### src/sv/bbic_pkg.sv
`timescale 1ns / 1ps
`default_nettype none
// ----------------------------------------------------------------------------
// bbic_pkg
// shared types and constants of the block bit inversion codec
// ----------------------------------------------------------------------------
package bbic_pkg;

   localparam int DATA_W  = 64;
   localparam int LEN_W   = 7;
   localparam int CSR_AW  = 4;
   localparam int CSR_DW  = 32;

   // register index within the csr map (byte address 4*index)
   typedef enum logic [1:0] {
      REG_BLOCK_LEN = 2'd0,
      REG_METHOD    = 2'd1,
      REG_DIRECTION = 2'd2
   } reg_idx_type;

   typedef enum logic [1:0] {
      CLASS_EQUAL      = 2'd0,
      CLASS_MORE_ZEROS = 2'd1,
      CLASS_MORE_ONES  = 2'd2
   } blk_class_type;

   localparam logic METHOD_INVERT = 1'b0;
   localparam logic DIR_ENCODE    = 1'b0;

   localparam logic [LEN_W-1:0] BLOCK_LEN_RESET = 7'd8;

   // position masks for a full 64-bit block, aligned to the top
   // even positions, and positions that are multiples of three
   localparam logic [DATA_W-1:0] POS_EVERY_2ND = 64'h5555_5555_5555_5555;
   localparam logic [DATA_W-1:0] POS_EVERY_3RD = 64'h2492_4924_9249_2492;

endpackage : bbic_pkg
`default_nettype wire

### src/sv/block_bit_inversion_codec.sv
`timescale 1ns / 1ps
`default_nettype none
// ----------------------------------------------------------------------------
// block_bit_inversion_codec
// block coder: class-driven bit inversion or one-bit rotation per block
// path: an accepted request enters the input reg, then the result reg drives rsp_
// throughput: one transaction per cycle unless rsp_stall holds the result; the class of a block feeds the next
// block through one register updated in the same cycle as the result register (invert method only)
// reset: synchronous, active high; clears valid flags and the block class,
// registers return to block_len 8, method 0, direction 0
// ----------------------------------------------------------------------------
module block_bit_inversion_codec
   import bbic_pkg::*;
#(
   parameter int MAX_BLOCK = 64
) (
   input  wire                     clock,
   input  wire                     reset,
   // request
   input  wire                     req_valid,
   output logic                    req_stall,
   input  wire  [DATA_W-1:0]       req_block_in,
   input  wire                     req_first_block,
   // response
   output logic                    rsp_valid,
   input  wire                     rsp_stall,
   output logic [DATA_W-1:0]       rsp_block_out,
   // csr
   input  wire                     csr_psel,
   input  wire                     csr_penable,
   input  wire                     csr_pwrite,
   input  wire  [CSR_AW-1:0]       csr_paddr,
   input  wire  [CSR_DW-1:0]       csr_pwdata,
   output logic [CSR_DW-1:0]       csr_prdata,
   output logic                    csr_pready
);

   // registers
   logic [LEN_W-1:0]  block_len_ff, block_len_in;
   logic              method_ff, method_in;
   logic              direction_ff, direction_in;
   blk_class_type     prev_class_ff, prev_class_in;

   logic              s1_valid_ff, s1_valid_in;
   logic [DATA_W-1:0] s1_block_ff, s1_block_in;
   logic              s1_first_ff, s1_first_in;

   logic              out_valid_ff, out_valid_in;
   logic [DATA_W-1:0] out_block_ff, out_block_in;

   // datapath
   logic              csr_write;
   reg_idx_type       csr_idx;
   logic              out_free;
   logic              advance;
   logic [LEN_W-1:0]  eff_len;
   logic [LEN_W-1:0]  top_gap;
   logic [LEN_W-1:0]  len_m1;
   logic [DATA_W-1:0] len_mask;
   logic [DATA_W-1:0] x;
   logic [DATA_W-1:0] inv_mask;
   logic [DATA_W-1:0] inv_out;
   logic [DATA_W-1:0] rot_out;
   logic [DATA_W-1:0] plain;
   logic [LEN_W-1:0]  ones;
   logic [LEN_W:0]    ones_x2;
   blk_class_type     cur_class;

   // csr port
   assign csr_pready = 1'b1;
   assign csr_write  = csr_psel & csr_penable & csr_pwrite & csr_pready;
   assign csr_idx    = reg_idx_type'(csr_paddr[3:2]);

   always_comb begin
      csr_prdata = '0;
      case (csr_idx)
         REG_BLOCK_LEN: csr_prdata = {{(CSR_DW-LEN_W){1'b0}}, block_len_ff};
         REG_METHOD:    csr_prdata = {{(CSR_DW-1){1'b0}}, method_ff};
         REG_DIRECTION: csr_prdata = {{(CSR_DW-1){1'b0}}, direction_ff};
         default:       csr_prdata = '0;
      endcase
   end

   always_comb begin
      block_len_in = block_len_ff;
      method_in    = method_ff;
      direction_in = direction_ff;
      if (csr_write) begin
         case (csr_idx)
            REG_BLOCK_LEN: block_len_in = csr_pwdata[LEN_W-1:0];
            REG_METHOD:    method_in    = csr_pwdata[0];
            REG_DIRECTION: direction_in = csr_pwdata[0];
            default: ;
         endcase
      end
   end

   // handshake
   assign out_free  = ~out_valid_ff | ~rsp_stall;
   assign advance   = s1_valid_ff & out_free;
   assign req_stall = s1_valid_ff & ~out_free;

   always_comb begin
      s1_valid_in = s1_valid_ff;
      s1_block_in = s1_block_ff;
      s1_first_in = s1_first_ff;
      if (advance) begin
         s1_valid_in = 1'b0;
      end
      if (req_valid && !req_stall) begin
         s1_valid_in = 1'b1;
         s1_block_in = req_block_in;
         s1_first_in = req_first_block;
      end
   end

   // effective length and masks
   always_comb begin
      if (block_len_ff == '0) begin
         eff_len = LEN_W'(1);
      end else if (block_len_ff > LEN_W'(MAX_BLOCK)) begin
         eff_len = LEN_W'(MAX_BLOCK);
      end else begin
         eff_len = block_len_ff;
      end
   end

   assign top_gap  = LEN_W'(DATA_W) - eff_len;
   assign len_m1   = eff_len - LEN_W'(1);
   assign len_mask = {DATA_W{1'b1}} >> top_gap[5:0];
   assign x        = s1_block_ff & len_mask;

   always_comb begin
      if (s1_first_ff) begin
         inv_mask = len_mask;
      end else begin
         case (prev_class_ff)
            CLASS_MORE_ZEROS: inv_mask = POS_EVERY_2ND >> top_gap[5:0];
            CLASS_MORE_ONES:  inv_mask = POS_EVERY_3RD >> top_gap[5:0];
            default:          inv_mask = len_mask;
         endcase
      end
   end

   assign inv_out = (x ^ inv_mask) & len_mask;

   always_comb begin
      if (direction_ff == DIR_ENCODE) begin
         rot_out = (x >> 1) | ((x & DATA_W'(1)) << len_m1[5:0]);
      end else begin
         rot_out = ((x << 1) & len_mask) | (x >> len_m1[5:0]);
      end
   end

   // class of the plaintext block
   assign plain = (direction_ff == DIR_ENCODE) ? x : inv_out;

   always_comb begin
      ones = '0;
      for (int b = 0; b < DATA_W; b++) begin
         ones = ones + LEN_W'(plain[b]);
      end
   end

   assign ones_x2 = {ones, 1'b0};

   always_comb begin
      if (ones_x2 == {1'b0, eff_len}) begin
         cur_class = CLASS_EQUAL;
      end else if (ones_x2 < {1'b0, eff_len}) begin
         cur_class = CLASS_MORE_ZEROS;
      end else begin
         cur_class = CLASS_MORE_ONES;
      end
   end

   always_comb begin
      prev_class_in = prev_class_ff;
      if (advance && method_ff == METHOD_INVERT) begin
         prev_class_in = cur_class;
      end
   end

   // result register
   always_comb begin
      out_valid_in = out_valid_ff;
      out_block_in = out_block_ff;
      if (out_free) begin
         out_valid_in = s1_valid_ff;
      end
      if (advance) begin
         out_block_in = (method_ff == METHOD_INVERT) ? inv_out : rot_out;
      end
   end

   assign rsp_valid     = out_valid_ff;
   assign rsp_block_out = out_block_ff;

   always_ff @(posedge clock) begin
      if (reset) begin
         block_len_ff  <= BLOCK_LEN_RESET;
         method_ff     <= METHOD_INVERT;
         direction_ff  <= DIR_ENCODE;
         prev_class_ff <= CLASS_EQUAL;
         s1_valid_ff   <= 1'b0;
         out_valid_ff  <= 1'b0;
      end else begin
         block_len_ff  <= block_len_in;
         method_ff     <= method_in;
         direction_ff  <= direction_in;
         prev_class_ff <= prev_class_in;
         s1_valid_ff   <= s1_valid_in;
         out_valid_ff  <= out_valid_in;
      end
   end

   always_ff @(posedge clock) begin
      s1_block_ff  <= s1_block_in;
      s1_first_ff  <= s1_first_in;
      out_block_ff <= out_block_in;
   end

endmodule : block_bit_inversion_codec
`default_nettype wire
### config.mk
export PLATFORM = sky130hd
export DESIGN_NAME = block_bit_inversion_codec
export DESIGN_NICKNAME = d
export VERILOG_FILES = /design/src/sv/bbic_pkg.sv /design/src/sv/block_bit_inversion_codec.sv
export SDC_FILE = /design/constraint.sdc
export NUM_CORES = 1
export LEC_CHECK = 0
export CAP_MARGIN = 20
export CORE_MARGIN = 8
export CORE_UTILIZATION = 31
export DETAILED_ROUTE_END_ITERATION = 10
export DONT_BUFFER_PORTS = 1
export GPL_ROUTABILITY_DRIVEN = 0
export PLACE_DENSITY_LB_ADDON = 0.08
export SLEW_MARGIN = 0
export SYNTH_ARGS = -nofsm -noshare
export SYNTH_HDL_FRONTEND = slang
export SYNTH_SLANG_ARGS = --single-unit
### constraint.sdc
create_clock -name clock -period 23.6 [get_ports clock]
set_clock_uncertainty 0.15 [all_clocks]
set_input_delay 4.72 -clock clock [delete_from_list [all_inputs] [get_ports clock]]
set_output_delay 4.72 -clock clock [all_outputs]
set_load 0.1 [all_outputs]
==> results of run 1 <==
==> logic make-up (layout without fill, tap and decap cells) <==
| group | after synthesis | count (layout) | synth area share (%) |
|---|---|---|---|
| buffers and inverters | 243 | 147 | 7.37 |
| other | 2 | 26 | 0.0501 |
| adder cells (fa/ha/maj) | 83 | 83 | 9.62 |
| multiplexers | 44 | 44 | 3.11 |
| AND/OR/NAND/NOR | 668 | 668 | 20.5 |
| XOR/XNOR | 110 | 110 | 6.42 |
| AO/OA/AOI/OAI | 566 | 566 | 25.4 |
| flip-flops | 142 | 142 | 27.6 |
==> final timing paths <==
check / from / end / depth (start not counted)
min reg2reg: prev_class_ff[1] / prev_class_ff[1] / 2
max reg2reg: block_len_ff[6] / prev_class_ff[1] / 37
max: block_len_ff[6] / prev_class_ff[1] / 37
min: prev_class_ff[1] / prev_class_ff[1] / 2
==> cell type report <==
class	count	area [µm²]	share of cell area (%)
inverter	60	225	1.40
multi-input combinational	1497	9920	61.9
timing repair buffer	55	433	2.70
clock inverter	13	114	0.710
clock buffer	19	433	2.70
tap	615	769	4.80
sequential	142	4140	25.8
==> registers in the layout, indices dropped and copies added (netlist names) <==
signal / cells
s1_block_ff: 64
block_len_ff: 7
s1_valid_ff: 1
prev_class_ff: 2
method_ff: 1
rsp_valid: 1
rsp_block_out: 64
direction_ff: 1
s1_first_ff: 1
==> cell usage in the layout (no fill, tap or decap), types with 25 or more instances in the layout <==
cell      synthesis  final
o211ai_1         39     39
nor3_1           45     41
xnor2_1          57     57
o22ai_1          25     25
nand2_1         256    256
ha_1             29     29
a21oi_1         121    121
o31ai_1          32     32
xor2_1           53     53
edfxtp_1        129    129
inv_1            59     58
buf_4            32     54
nand2b_1         26     26
o21ai_0         120    119
a31oi_1          43     43
fa_1             54     54
nand3_1          86     86
nor2_1          152    149
conb_1            2     26
mux2i_1          32     32
==> worst max-delay path: cells and delay by family, from the launching register on <==
kind | cells | cell delay [ns]
buf+inv | 7 | 1.80
xor+xnor | 2 | 0.28
flops | 1 | 0.67
compound gates | 10 | 2.07
simple gates | 6 | 1.35
fa+ha+maj | 12 | 5.87
==> stage by stage <==
step | area [µm²] | std cells | hold slack, ns | setup WS (ns) | power (mW)
final | 16000 | 2401 | 0.305 | 11.30 | 1.03
after global placement | 15500 | 2369 | 0.297 | 11.48 | 0.761
after floorplan | 15100 | 1882 | 0.280 | 11.60 | 0.639
after CTS | 16000 | 2401 | 0.313 | 11.42 | 1.03
after global routing | 16000 | 2401 | 0.345 | 10.85 | 1.08
after detailed placement | 15500 | 2369 | 0.304 | 11.44 | 0.762
==> per-layer routing <==
layer | wire length [µm] | share of wire [%]
met1 | 30500 | 40
met2 | 34000 | 44
met3 | 8170 | 11
met4 | 4120 | 5.4
met5 | 0 | 0
==> power by group through the flow <==
| stage | Clock, mW | Sequential, mW | Combinational, mW |
|---|---|---|---|
| 6_report | 0.258 | 0.349 | 0.419 |
| 5_1_grt | 0.277 | 0.349 | 0.457 |
| 4_1_cts | 0.269 | 0.348 | 0.411 |
| 3_5_place_dp | 0 | 0.353 | 0.408 |
| 3_3_place_gp | 0 | 0.353 | 0.408 |
| 2_1_floorplan | 0 | 0.342 | 0.296 |
==> results.yml, run 1 <==
outcome:
  status: "finished, final reports clean"
floorplan:
  io_pins: 207
  core_um2: 47700
  initial_core_util_pct: 31.4
  die_h_um: 236
  die_w_um: 236
  rows: 80
  die-area_um2: 55700
yosys:
  synthTopCellsByCount: "nand2_1, nor2_1, edfxtp_1, a21oi_1, o21ai_0"
  yosysWarningCount: 0
  ys_seq_area_share_pct: 27.6
  synth_top_area_share_pct: 25.8
  synth.most_common_cell: "nand2_1"
  synthTopCellsByArea: "edfxtp_1, fa_1, nand2_1"
  yosys.area.top_type: "edfxtp_1"
  synth_edf_count: 129
  syn_avg_cell_area_um2: 8.07
  syn_inst: 1858
  synthFlopType: "edfxtp_1"
  async_flop_share_pct: 0
  synth_seq_cells: 142
  syn_area_um2: 15000
  netlist-cell-type-count: 97
detailed_routing:
  firstDrtPassIters: 6
  vias_per_cell: 6.31
  drt_iter0_markers: 2058
  detail-route-antenna-nets: 0
  routed_wl_mm: 76.9
  avgRoutedWirePerCell_um: 32.0
  drc_errors: 0
  routed-via-count: 15100
worst_hold_path:
  hold_path.class: "reg2reg"
worst_setup_path:
  crit_required_ns: 23.88
  crit_arrival_ns: 12.58
  critPathMostFrequentCell: "fa_1"
  path_class: "reg2reg"
  worstPathMaxFanout: 57
  worst_path_max_delay_cell: "ha_1"
  rrSetupSlack_ns: 11.30
  endpoint_kind: "flip-flop"
  worst_path_largest_cell_delay_ns: 0.82
  start_kind: "flip-flop"
timing:
  min_period_ns: 12.30
  period_share_pct: 52.1
  hold_viol: 0
  finalSetupViolCount: 0
  setup_tns_ns: 0
  worstMarginPinSlew_ns: 1.25
  slew_headroom_pct: 16.2
  max_clock_freq_ghz: 0.0813
  grt_setup_unrepaired: "no"
  drv_slew: 0
grt:
  antenna_found_initial: 1
  gr-max-usage-layer: "met2"
  grt_start_max_net_pins: 86
  grt_pass1_wl_mm: 109
  grtUsageMet1_pct: 34.5
  grtUsageMet3_pct: 7.08
  overflow: 0
  grt_use_met2_pct: 40.7
  grt_pass1_vias: 14400
  track_usage_pct: 26.8
clocking:
  htree_levels: 4
  cts_resized: 0
  ctsHoldBuffers: 0
  clockBufferDepth: 2
  insertion_delay_ns: 0.49
  cts_sinks: 142
  path_clk_slew_ns: 0.06
  numCtsBuffers: 17
  postCtsSetupBuffers: 0
  root_buffer: "clkbuf_16"
  cts_tree: "done"
pwr:
  clkPwrFrac_pct: 25.1
  sw_frac_of_total_pct: 43.3
  power_frac_comb_pct: 40.9
  power_frac_seq_pct: 34.0
  powerDensity_nw_per_um2: 63.9
  internal_power_uw: 581
  vdd_ir_drop_max_uv: 57.1
  p_leak_nw: 5.66
  p_sw_uw: 444
layout:
  n_antenna_cell: 0
  n_fill_cell: 4939
  drive_gt1_share_pct: 8.73
  syn_to_final_growth_pct: 6.89
  fin_util_pct: 33.6
  nNetsFinal: 1964
job:
  drv_cap: 0
place:
  hpwl_mm: 57.2
  numPortBuffers: 0
Power figures use the tool's default switching activity.
==> run 2: changes to the inputs <==
==> constraint.sdc (replaced) <==
create_clock -name clock -period 10.75 [get_ports clock]
set_clock_uncertainty 0.15 [all_clocks]
set_input_delay 2.15 -clock clock [delete_from_list [all_inputs] [get_ports clock]]
set_output_delay 2.15 -clock clock [all_outputs]
set_load 0.1 [all_outputs]
==> results.yml, run 2 (synthesis gave the netlist of run 1 again) <==
grt:
  grtUsageMet1_pct: 34.9
  gr-max-usage-layer: "met2"
  grt_pass1_wl_mm: 111
  grt_pass1_vias: 14800
  track_usage_pct: 27.3
  grt_start_max_net_pins: 67
  antenna_found_initial: 1
  overflow: 0
  grt_use_met2_pct: 42.1
  grtUsageMet3_pct: 7.65
pwr:
  powerDensity_nw_per_um2: 138
  report.power.total_mw: 2.30
  p_leak_nw: 6.05
  vdd_ir_drop_max_uv: 108
clocking:
  htree_levels: 4
  postCtsSetupBuffers: 0
  cts_tree: "done"
  cts_sinks: 142
  root_buffer: "clkbuf_16"
  path_clk_slew_ns: 0.06
  ctsHoldBuffers: 0
  insertion_delay_ns: 0.48
  numCtsBuffers: 17
  clockBufferDepth: 2
layout:
  final_area_um2: 16700
  syn_to_final_growth_pct: 11.2
  fin_util_pct: 34.9
  n_antenna_cell: 0
  n_fill_cell: 5096
  nNetsFinal: 2041
  mostFrequentLayoutCell: "nand2_1"
  drive_gt1_share_pct: 12.9
  fin_cells: 2478
  mostFrequentLayoutCells: "nand2_1, nor2_1, edfxtp_1"
worst_setup_path:
  start_kind: "flip-flop"
  worst_path_largest_cell_delay_ns: 0.61
  endpoint_kind: "flip-flop"
  reg2regPathDepth: 35
  path_class: "reg2reg"
  critPathMostFrequentCell: "fa_1"
  crit_arrival_ns: 10.50
  r2r-end: "prev_class_ff[1]"
  crit_required_ns: 11.01
  cp_top_family: "adder cells"
  rrSetupSlack_ns: 0.51
  rr_startpoint: "block_len_ff[6]"
  worstPathMaxFanout: 14
  cp_num_buf_inv: 5
  worst_path_max_delay_cell: "fa_1"
timing:
  setup_tns_ns: 0
  min_period_ns: 10.24
  holdWs_ns: 0.307
  finalWorstSetupSlack_ns: 0.514
  hold_viol: 0
  slew_headroom_pct: 11.8
  grt_setup_unrepaired: "no"
  period_share_pct: 95.2
  worstMarginPinSlew_ns: 1.32
  drv_slew: 0
  max_clock_freq_ghz: 0.0977
  finalSetupViolCount: 0
worst_hold_path:
  whs_path_depth: 2
  worstHoldStart: "prev_class_ff[1]"
  hold_end: "prev_class_ff[1]"
  hold_path.class: "reg2reg"
place:
  numPortBuffers: 0
  hpwl_mm: 59.3
  post_dp_cell_area_um2: 16100
  dp_cells: 2445
  pre_cts_ws_ns: 0.264
detailed_routing:
  routed_wl_mm: 77.9
  firstDrtPassIters: 6
  avgRoutedWirePerCell_um: 31.4
  drc_errors: 0
  detail-route-antenna-nets: 0
  routed-via-count: 15400
  drt_iter0_markers: 2060
  vias_per_cell: 6.23
floorplan:
  rows: 80
  die_w_um: 236
  die_h_um: 236
  core_um2: 47700
  die-area_um2: 55700
  initial_core_util_pct: 31.4
  io_pins: 207
outcome:
  status: "finished, final reports clean"
job:
  drv_cap: 0
==> run 2: per-layer routing <==
| layer | wire [µm] | vias to the layer above |
|---|---|---|
| met1 | 31300 | 7615 |
| met2 | 34500 | 927 |
| met4 | 3940 | 0 |
| met5 | 0 | - |
| met3 | 8150 | 195 |
| li1 | - | 6693 |
==> run 2: cell type report <==
class                   instances  area (µm²)  share of cell area, %
clock buffers                  19         433                   2.60
clock inverters                13         116                  0.698
inverters                      60         225                   1.35
multi-input cells            1497        9960                   59.7
flip-flops and latches        142        4140                   24.8
well taps                     615         769                   4.61
repair buffers                132        1030                   6.20
==> run 2: repair_timing <==
item	4_1_cts	5_1_grt
gates resized for setup	0	10
endpoints found under the setup margin	0	2
endpoints found under the hold margin	0	0
==> run 2: worst reg2reg max path, delay by kind of cell, from the launching register on <==
family | cells | cell delay (ns)
adders and majority gates | 12 | 5.48
AOI/OAI and AO/OA | 8 | 1.66
and+or+nand+nor | 7 | 1.22
buffers and inverters | 5 | 0.64
DFF | 1 | 0.33
muxes | 1 | 0.33
xor gates and xnor gates | 2 | 0.31
==> run 2: power breakdown <==
group	internal [mW]	switching (mW)	total, mW
sequential	0.639	0.125	0.765
combinational	0.355	0.616	0.972
clock	0.317	0.249	0.565
==> run 2: how the worst max path moves through the flow <==
stage	from	endpoint	slack [ns]	depth (start not counted)
finish	block_len_ff[6]	prev_class_ff[1]	0.51	35
floorplan	block_len_ff[2]	prev_class_ff[1]	0.32	39
detailed placement	block_len_ff[6]	prev_class_ff[1]	0.26	37
CTS	block_len_ff[6]	prev_class_ff[1]	0.22	37
global route	block_len_ff[6]	prev_class_ff[1]	0.009	36
global placement	block_len_ff[6]	prev_class_ff[1]	0.39	37
